<file path="config.mk">
export PLATFORM = sky130hd
export DESIGN_NAME = station_factor_running_mean_table_unit
export DESIGN_NICKNAME = d
export VERILOG_FILES = /design/src/rtl/core/sfrm_pkg.sv /design/src/rtl/core/sfrm_ram.sv /design/src/rtl/core/station_factor_running_mean_table_unit.sv
export SDC_FILE = /design/constraint.sdc
export NUM_CORES = 2
export LEC_CHECK = 0
export ABC_CLOCK_PERIOD_IN_PS = 9600
export BUFFER_PORTS_ARGS = -buffer_cell sky130_fd_sc_hd__buf_2
export CAP_MARGIN = 20
export CORE_ASPECT_RATIO = 0.5
export CORE_MARGIN = 4
export CORE_UTILIZATION = 50
export CTS_CLUSTER_SIZE = 8
export DETAILED_ROUTE_END_ITERATION = 16
export HOLD_SLACK_MARGIN = 0.03
export PLACE_DENSITY_LB_ADDON = 0.12
export SLEW_MARGIN = 30
export SYNTH_ARGS = -nofsm -noshare
export SYNTH_HDL_FRONTEND = slang
export SYNTH_SLANG_ARGS = --single-unit
export TNS_END_PERCENT = 50
</file>
<file path="constraint.sdc">
create_clock -name clock -period 9.6 [get_ports clock]
set_clock_uncertainty 0.15 [all_clocks]
set_input_delay 0 -clock clock [delete_from_list [all_inputs] [get_ports clock]]
set_output_delay 0 -clock clock [all_outputs]
set_load 0.1 [all_outputs]
</file>
<file path="src/rtl/core/sfrm_pkg.sv">
// ----------------------------------------------------------------------------
// sfrm_pkg
// Shared types, sizes and default factor table of the station factor
// running-mean table.
// ----------------------------------------------------------------------------
package sfrm_pkg;

   // table geometry
   localparam int MAX_STATIONS  = 16;
   localparam int DEFAULT_COUNT = 7;
   localparam int TABLE_LEN     = 7;
   localparam int ADDR_W        = (MAX_STATIONS > 1) ? $clog2(MAX_STATIONS) : 1;
   localparam int COUNT_W       = $clog2(MAX_STATIONS + 1);
   localparam int USED          = (DEFAULT_COUNT < TABLE_LEN) ? DEFAULT_COUNT : TABLE_LEN;
   localparam int TAB_W         = (TABLE_LEN > 1) ? $clog2(TABLE_LEN) : 1;

   // field widths
   localparam int VALUE_W   = 32;
   localparam int WEIGHT_W  = 16;
   localparam int INDEX_W   = 16;
   localparam int ENTRY_W   = VALUE_W + WEIGHT_W;
   localparam int CSR_ADDR_W = 3;
   localparam int CSR_DATA_W = 32;
   localparam int CFG_W      = 5;

   localparam logic [WEIGHT_W-1:0] WEIGHT_ONE = WEIGHT_W'(1);
   localparam logic [WEIGHT_W-1:0] WEIGHT_MAX = {WEIGHT_W{1'b1}};

   // register indexes
   localparam logic REG_STATION_COUNT = 1'b0;

   // default factors, Q16.16
   localparam logic signed [VALUE_W-1:0] DEFAULT_Q16 [TABLE_LEN] = '{
      32'sd430855, 32'sd457267, 32'sd475388, 32'sd492959,
      32'sd523047, 32'sd529273, 32'sd530842
   };

   typedef enum logic [1:0] {
      OP_GET    = 2'd0,
      OP_EVAL   = 2'd1,
      OP_SET    = 2'd2,
      OP_UPDATE = 2'd3
   } op_type;

   typedef struct packed {
      op_type                     op;
      logic [INDEX_W-1:0]         station_index;
      logic signed [VALUE_W-1:0]  value_in;
   } req_word_type;

   typedef struct packed {
      logic signed [VALUE_W-1:0]  value_out;
      logic [WEIGHT_W-1:0]        weight_out;
      logic                       index_error;
   } rsp_word_type;

   // default factor of a station; stations past the list repeat the last one
   function automatic logic signed [VALUE_W-1:0] default_factor(
      input logic [ADDR_W-1:0] addr
   );
      logic [TAB_W-1:0] k;
      if (int'(addr) < USED) begin
         k = TAB_W'(addr);
      end else begin
         k = TAB_W'(USED - 1);
      end
      return DEFAULT_Q16[k];
   endfunction

endpackage

</file>
<file path="src/rtl/core/sfrm_ram.sv">
// ----------------------------------------------------------------------------
// sfrm_ram
// Generic single-write, single-read RAM with registered read data.
// ----------------------------------------------------------------------------
module sfrm_ram #(
   parameter int WIDTH = 8,
   parameter int DEPTH = 16
) (
   input  logic                                          clock,
   input  logic                                          we,
   input  logic [((DEPTH > 1) ? $clog2(DEPTH) : 1)-1:0]  waddr,
   input  logic [WIDTH-1:0]                              wdata,
   input  logic [((DEPTH > 1) ? $clog2(DEPTH) : 1)-1:0]  raddr,
   output logic [WIDTH-1:0]                              rdata
);

   logic [WIDTH-1:0] mem_ff [DEPTH];

   // write port
   always_ff @(posedge clock) begin
      if (we) begin
         mem_ff[waddr] <= wdata;
      end
   end

   // registered read port
   always_ff @(posedge clock) begin
      rdata <= mem_ff[raddr];
   end

endmodule

</file>
<file path="src/rtl/core/station_factor_running_mean_table_unit.sv">
// ----------------------------------------------------------------------------
// station_factor_running_mean_table_unit
// Per-station Q16.16 factor table with get, evaluate, set and running-mean
// update, sequenced around one shift-subtract divider.
// ----------------------------------------------------------------------------
// Usage:
//   req channel: one word carries op, station_index and value_in. req_stall
//   is high while a word is being worked on; one word is taken at a time.
//   rsp channel: one result word per request (value_out, weight_out,
//   index_error), held in an output register until rsp_stall drops. The
//   next request is taken while a result still waits there.
//   csr port: register 0 is station_count (reads back the saturated count).
//   Writing it reloads every entry with its default factor and weight 1.
// Steps, from request accept to rsp_valid:
//   get, evaluate, set and any out-of-range index: lookup and result stages.
//   update: table read, difference and magnitude stages, then the radix-2
//   restoring divider, which retires one quotient bit per cycle, then sign
//   fix, sum and result stages.
// Reset: station_count is 0 and all entries read as their defaults; per-entry
//   valid bits make the reload immediate, with no clearing pass.
// A stalled result holds the last stage; the block then takes one more
//   request and waits with it finished until the output register frees.
// ----------------------------------------------------------------------------
module station_factor_running_mean_table_unit
   import sfrm_pkg::*;
(
   input  logic                   clock,
   input  logic                   reset,
   // request channel
   input  logic                   req_valid,
   output logic                   req_stall,
   input  req_word_type           req_word,
   // result channel
   output logic                   rsp_valid,
   input  logic                   rsp_stall,
   output rsp_word_type           rsp_word,
   // configuration port
   input  logic                   csr_psel,
   input  logic                   csr_penable,
   input  logic                   csr_pwrite,
   input  logic [CSR_ADDR_W-1:0]  csr_paddr,
   input  logic [CSR_DATA_W-1:0]  csr_pwdata,
   output logic [CSR_DATA_W-1:0]  csr_prdata,
   output logic                   csr_pready
);

   localparam int DIV_W   = VALUE_W;
   localparam int DCNT_W  = $clog2(DIV_W);

   typedef enum logic [2:0] {
      ST_IDLE,
      ST_LOOK,
      ST_PREP,
      ST_ABS,
      ST_DIV,
      ST_FIX,
      ST_SUM,
      ST_DONE
   } state_type;

   // registers
   state_type                 state_ff, state_in;
   logic [COUNT_W-1:0]        count_ff, count_in;
   logic [MAX_STATIONS-1:0]   valid_ff, valid_in;
   logic                      rsp_valid_ff, rsp_valid_in;
   rsp_word_type              rsp_word_ff, rsp_word_in;
   op_type                    op_ff, op_in;
   logic                      err_ff, err_in;
   logic signed [VALUE_W-1:0] sample_ff, sample_in;
   logic [ADDR_W-1:0]         addr_ff, addr_in;
   logic                      rd_valid_ff, rd_valid_in;
   logic signed [VALUE_W-1:0] old_ff, old_in;
   logic [WEIGHT_W-1:0]       wgt_ff, wgt_in;
   logic signed [VALUE_W:0]   diff_ff, diff_in;
   logic                      neg_ff, neg_in;
   logic [DIV_W-1:0]          quot_ff, quot_in;
   logic [WEIGHT_W-1:0]       rem_ff, rem_in;
   logic [DCNT_W-1:0]         dcnt_ff, dcnt_in;
   logic signed [VALUE_W-1:0] res_val_ff, res_val_in;
   logic [WEIGHT_W-1:0]       res_wgt_ff, res_wgt_in;

   // combinational helpers
   logic                      req_take;
   logic                      csr_write;
   logic                      out_free;
   logic                      idx_err;
   logic [COUNT_W-1:0]        last_cnt;
   logic [ADDR_W-1:0]         rd_addr;
   logic [CFG_W-1:0]          cfg_val;
   logic signed [VALUE_W-1:0] entry_val;
   logic [WEIGHT_W-1:0]       entry_wgt;
   logic [WEIGHT_W:0]         trial;
   logic [WEIGHT_W:0]         shifted;
   logic signed [VALUE_W-1:0] sum_val;
   logic                      ram_we;
   logic [ENTRY_W-1:0]        ram_wdata;
   logic [ENTRY_W-1:0]        ram_rdata;

   assign req_take   = req_valid && !req_stall;
   assign csr_write  = csr_psel && csr_penable && csr_pwrite && csr_pready;
   assign out_free   = !rsp_valid_ff || !rsp_stall;
   assign cfg_val    = csr_pwdata[CFG_W-1:0];

   // range check and read address for the incoming word
   assign idx_err  = req_word.station_index >= INDEX_W'(count_ff);
   assign last_cnt = count_ff - COUNT_W'(1);
   assign rd_addr  = idx_err ? last_cnt[ADDR_W-1:0]
                             : req_word.station_index[ADDR_W-1:0];

   // entry as read: a never-written entry shows its default
   assign entry_val = rd_valid_ff ? ram_rdata[VALUE_W-1:0] : default_factor(addr_ff);
   assign entry_wgt = rd_valid_ff ? ram_rdata[ENTRY_W-1:VALUE_W] : WEIGHT_ONE;

   // divider step for update: shift in next dividend bit, trial subtract
   assign shifted = {rem_ff, quot_ff[DIV_W-1]};
   assign trial   = shifted - {1'b0, wgt_ff};

   assign sum_val = old_ff + quot_ff;

   // table writes: set in the lookup stage, update in the sum stage
   assign ram_we    = (state_ff == ST_LOOK && !err_ff && op_ff == OP_SET) ||
                      (state_ff == ST_SUM);
   assign ram_wdata = (state_ff == ST_SUM) ? {wgt_ff, sum_val} : {WEIGHT_ONE, sample_ff};

   sfrm_ram #(
      .WIDTH (ENTRY_W),
      .DEPTH (MAX_STATIONS)
   ) u_table (
      .clock (clock),
      .we    (ram_we),
      .waddr (addr_ff),
      .wdata (ram_wdata),
      .raddr (rd_addr),
      .rdata (ram_rdata)
   );

   // next-state and datapath
   always_comb begin
      state_in     = state_ff;
      count_in     = count_ff;
      valid_in     = valid_ff;
      rsp_valid_in = rsp_valid_ff;
      rsp_word_in  = rsp_word_ff;
      op_in        = op_ff;
      err_in       = err_ff;
      sample_in    = sample_ff;
      addr_in      = addr_ff;
      rd_valid_in  = rd_valid_ff;
      old_in       = old_ff;
      wgt_in       = wgt_ff;
      diff_in      = diff_ff;
      neg_in       = neg_ff;
      quot_in      = quot_ff;
      rem_in       = rem_ff;
      dcnt_in      = dcnt_ff;
      res_val_in   = res_val_ff;
      res_wgt_in   = res_wgt_ff;

      // output register drains
      if (rsp_valid_ff && !rsp_stall) begin
         rsp_valid_in = 1'b0;
      end

      if (ram_we) begin
         valid_in[addr_ff] = 1'b1;
      end

      case (state_ff)
         ST_IDLE: begin
            if (req_take) begin
               op_in       = req_word.op;
               err_in      = idx_err;
               sample_in   = req_word.value_in;
               addr_in     = rd_addr;
               rd_valid_in = valid_ff[rd_addr];
               state_in    = ST_LOOK;
            end
         end
         ST_LOOK: begin
            old_in = entry_val;
            if (err_ff) begin
               res_val_in = (op_ff == OP_EVAL && count_ff != '0) ? entry_val : '0;
               res_wgt_in = '0;
               state_in   = ST_DONE;
            end else if (op_ff == OP_SET) begin
               res_val_in = sample_ff;
               res_wgt_in = WEIGHT_ONE;
               state_in   = ST_DONE;
            end else if (op_ff == OP_UPDATE) begin
               wgt_in   = (entry_wgt != WEIGHT_MAX) ? entry_wgt + WEIGHT_ONE : entry_wgt;
               state_in = ST_PREP;
            end else begin
               res_val_in = entry_val;
               res_wgt_in = entry_wgt;
               state_in   = ST_DONE;
            end
         end
         ST_PREP: begin
            diff_in  = {sample_ff[VALUE_W-1], sample_ff} - {old_ff[VALUE_W-1], old_ff};
            state_in = ST_ABS;
         end
         ST_ABS: begin
            // magnitude fits 32 bits: both operands are 32-bit signed
            neg_in   = diff_ff[VALUE_W];
            quot_in  = diff_ff[VALUE_W] ? DIV_W'(-diff_ff) : DIV_W'(diff_ff);
            rem_in   = '0;
            dcnt_in  = '0;
            state_in = ST_DIV;
         end
         ST_DIV: begin
            if (!trial[WEIGHT_W]) begin
               rem_in = trial[WEIGHT_W-1:0];
            end else begin
               rem_in = shifted[WEIGHT_W-1:0];
            end
            quot_in = {quot_ff[DIV_W-2:0], !trial[WEIGHT_W]};
            dcnt_in = dcnt_ff + DCNT_W'(1);
            if (dcnt_ff == DCNT_W'(DIV_W - 1)) begin
               state_in = ST_FIX;
            end
         end
         ST_FIX: begin
            // truncation toward zero: apply sign to magnitude quotient
            quot_in  = neg_ff ? -quot_ff : quot_ff;
            state_in = ST_SUM;
         end
         ST_SUM: begin
            res_val_in = sum_val;
            res_wgt_in = wgt_ff;
            state_in   = ST_DONE;
         end
         ST_DONE: begin
            if (out_free) begin
               rsp_valid_in            = 1'b1;
               rsp_word_in.value_out   = res_val_ff;
               rsp_word_in.weight_out  = res_wgt_ff;
               rsp_word_in.index_error = err_ff;
               state_in                = ST_IDLE;
            end
         end
         default: begin
            state_in = ST_IDLE;
         end
      endcase

      // count write reloads defaults by dropping every valid bit
      if (csr_write && csr_paddr[2] == REG_STATION_COUNT) begin
         count_in = (int'(cfg_val) > MAX_STATIONS) ? COUNT_W'(MAX_STATIONS)
                                                   : COUNT_W'(cfg_val);
         valid_in = '0;
      end
   end

   always_ff @(posedge clock) begin
      if (reset) begin
         state_ff     <= ST_IDLE;
         count_ff     <= '0;
         valid_ff     <= '0;
         rsp_valid_ff <= 1'b0;
         dcnt_ff      <= '0;
      end else begin
         state_ff     <= state_in;
         count_ff     <= count_in;
         valid_ff     <= valid_in;
         rsp_valid_ff <= rsp_valid_in;
         dcnt_ff      <= dcnt_in;
      end
      rsp_word_ff <= rsp_word_in;
      op_ff       <= op_in;
      err_ff      <= err_in;
      sample_ff   <= sample_in;
      addr_ff     <= addr_in;
      rd_valid_ff <= rd_valid_in;
      old_ff      <= old_in;
      wgt_ff      <= wgt_in;
      diff_ff     <= diff_in;
      neg_ff      <= neg_in;
      quot_ff     <= quot_in;
      rem_ff      <= rem_in;
      res_val_ff  <= res_val_in;
      res_wgt_ff  <= res_wgt_in;
   end

   // ports
   assign req_stall  = (state_ff != ST_IDLE);
   assign rsp_valid  = rsp_valid_ff;
   assign rsp_word   = rsp_word_ff;
   assign csr_pready = 1'b1;
   assign csr_prdata = (csr_paddr[2] == REG_STATION_COUNT) ? CSR_DATA_W'(count_ff) : '0;

`ifndef ASSERT_OFF
   // a taken word always keeps the block busy for the next cycle
   a_busy_after_take: assert property (@(posedge clock) disable iff (reset)
      req_take |=> req_stall)
      else $error("request taken but block not busy next cycle");

   // divider step counter only runs inside the divide state
   a_dcnt_idle: assert property (@(posedge clock) disable iff (reset)
      (state_ff != ST_DIV) |-> (dcnt_ff == '0))
      else $error("divider counter active outside divide");

   // the table is never written while idle
   a_no_idle_write: assert property (@(posedge clock) disable iff (reset)
      ram_we |-> (state_ff != ST_IDLE))
      else $error("table write while idle");

   // an out-of-range result carries no weight
   a_err_weight: assert property (@(posedge clock) disable iff (reset)
      (rsp_valid && rsp_word.index_error) |-> (rsp_word.weight_out == '0))
      else $error("index error with nonzero weight");
`endif

endmodule

</file>
==> impl_metrics.ini <==
[synthesis]
async_reset_ff_frac = 0
ys_seq_elements = 1113
synth.area.top_cells = edfxtp_1 (66%), mux4_2 (9.3%), dfxtp_1 (3.3%), ha_1 (2.7%), a22oi_1 (1.9%)
netlist_area_mm2 = 0.04725
yosys_warnings = 0
synth_edf_count = 1035
synth_area_leader_cell = edfxtp_1
synth.avg_cell_area_um2 = 16.08
synthFlopType = edfxtp_1
synth_top_area_share = 0.6578
synthCells = 2939
synthDistinctLibCells = 70
ys_seq_area_frac = 0.6909

[placed_design]
place_area_mm2 = 0.04960
dpl.hpwl_um = 71510
io_buffers = 118
dp.cells = 4248
routabilityCongestion = 0.8581

[critical_path]
crit_path_end_kind = flop
cp.arrival_ps = 5110
crit_fanout = 10
cp-start-kind = flop
critPathKind = flop to flop
cp.required_ps = 10030

[cts]
cts_buffers = 157
cts_tree = yes
h-tree-depth = 4
cts_root_buf = clkbuf_16
cts_hold_buf = 101
ctsResizeCount = 0
cts_setup_buffers = 0
clk_pin_slew_ps = 50
clockBufferDepth = 3
clk_latency_ps = 760
numClockSinks = 1113

[flow_run]
cap_violations = 0

[detailed_routing]
drtIter0Drc = 2751
drtAntennaViolNets = 0
drc_errors = 0
routed_via_density = 5.937
wl_per_cell_um = 26.15
routed_wl_um = 121000
routed-via-count = 27460
drtPass1Iterations = 7

[floorplanning]
fp.dieH_um = 225.4
die_w_um = 442.7
rows = 79
start_util = 0.5063
die_area_mm2 = 0.09977
ios = 176
coreArea_mm2 = 0.09331

[timing]
period_share = 0.4872
finalSetupTns_ps = 0
fmax_mhz = 213.8
worstMarginPinSlew_ps = 1024
whs_ps = 122.0
period_needed_ps = 4677
setup_viol = 0
rsz0062_at_grt = false
hold_viol = 0
slew_viol_final = 0
maxSlewHeadroom = 0.3174

[hold_path]
min_path_type = primary input to flop

[cells_and_area]
fin_area_mm2 = 0.05534
area_delta_synth_final_pct = 17.13
finalNonFillerCells = 4625
n_fill_cell = 6924
fin_nets = 3452
diodes = 0
drive_gt1_frac = 0.1828

[global_routing]
grt_pass1_wl_um = 176700
grt_usage = 0.2429
first_global_vias = 27100
antenna_found_initial = 0
grt-ovfl-total = 0
grt_max_degree = 127

[status]
status = completed

[power]
powerDensity_mw_per_mm2 = 266.0
finalPower_uw = 14720
p_leak_uw = 0.01938
max-vdd-ir-drop_uv = 178.7
## report_power, final
part | total [µW] | switching, µW | internal, µW
Clock | 5180 | 2060 | 3110
Sequential | 6410 | 360 | 6050
Combinational | 3130 | 1980 | 1150
## registers in the layout, indices dropped and copies added, names as in the netlist, 2 cells and up
register,count
res_val_ff,32
rsp_word,49
u_table.mem_ff,768
wgt_ff,16
quot_ff,32
u_table.rdata,48
sample_ff,32
state_ff,3
addr_ff,4
diff_ff,33
dcnt_ff,5
old_ff,32
rem_ff,16
valid_ff,16
count_ff,5
op_ff,2
res_wgt_ff,16
## synthesized netlist by cell type (10+ instances only)
library cell / number
mux4_2: 196
clkbuf_1: 100
nor3_1: 33
xnor2_1: 61
a31oi_1: 14
o221ai_1: 25
inv_1: 107
nor2_1: 136
dfxtp_1: 78
nand2_1: 214
buf_4: 28
mux2i_1: 24
and3_1: 10
o21a_1: 33
a21oi_1: 87
nand2b_1: 15
nor2b_1: 19
ha_1: 102
nand3_1: 18
nand4_1: 12
and2_1: 33
xor2_1: 59
edfxtp_1: 1035
nand3b_1: 12
o21ai_0: 122
buf_1: 22
a21o_1: 62
a22oi_1: 122
o21bai_1: 11
o31ai_1: 19
## critical path: stages (launching register included)
cell and delay [ps]:
edfxtp_1 320, buf_4 200, inv_1 60, ha_1 210
fa_1 410, nor2b_1 190, o31ai_1 160, a2111oi_0 580
o31ai_1 260, o21ai_0 210, a21oi_1 130, xnor2_2 540
buf_4 340, nand2_1 430, o22ai_1 300
## layer usage
layer	track usage	vias up	wire [µm]
li1	-	12180	-
met4	0.07066	0	2331
met1	0.3628	14060	54760
met3	0.06537	137	11490
met2	0.3528	1081	52380
met5	0	-	0
## metrics by stage
stage,utilization,setup WS [ps]
after global routing,0.5930,4582
after CTS,0.5922,4868
final,0.5930,4923
after detailed placement,0.5316,4864
after floorplan,-,4361
after global placement,0.5307,4610
## layout by cell type (no fill, tap or decap), drive strengths merged, types with 10 or more instances in the layout
cell type       n
a21o           62
a21oi          87
a22oi         122
a31oi          14
and2           34
and3           10
buf           181
clkbuf        261
conb           28
dfxtp          78
dlygate4sd3   101
edfxtp       1035
ha            102
inv           113
mux2i          24
mux4          196
nand2         214
nand2b         16
nand3          18
nand3b         12
nand4          12
nor2          136
nor2b          19
nor3           33
o21a           33
o21ai         122
o21bai         11
o221ai         25
o31ai          19
or4            11
xnor2          62
xor2           59
## cells by family (layout without fill, tap and decap cells)
logic type | after synthesis | after routing | share of synthesized area
AND/OR/NAND/NOR | 552 | 552 | 0.05522
other | 2 | 28 | 0.0001590
AO/OA/AOI/OAI | 565 | 565 | 0.08088
XOR/XNOR | 121 | 121 | 0.02259
multiplexers | 223 | 223 | 0.09923
buffers and inverters | 258 | 663 | 0.02275
flip-flops | 1113 | 1113 | 0.6909
adder cells (fa/ha/maj) | 105 | 105 | 0.02828
## cell type report
type / count / area (µm²) / area share
Sequential cell: 1113 / 32640 / 0.5899
Multi-Input combinational cell: 1594 / 13900 / 0.2512
Clock buffer: 261 / 4383 / 0.07920
Timing Repair Buffer: 282 / 2178 / 0.03937
Tap cell: 1255 / 1570 / 0.02838
Inverter: 107 / 401.6 / 0.007258
Clock inverter: 13 / 261.5 / 0.004726
## worst paths after layout
check | startpoint | endpoint | slack (ps) | cells past startpoint
worst max-delay path | quot_ff[31] | rem_ff[15] | 4920 | 14
worst min-delay path | reset | dcnt_ff[0] | 120 | 3
worst max register to register | quot_ff[31] | rem_ff[15] | 4920 | 14
worst min register to register | res_val_ff[23] | rsp_word[40] | 250 | 0
Power figures use the tool's default switching activity.
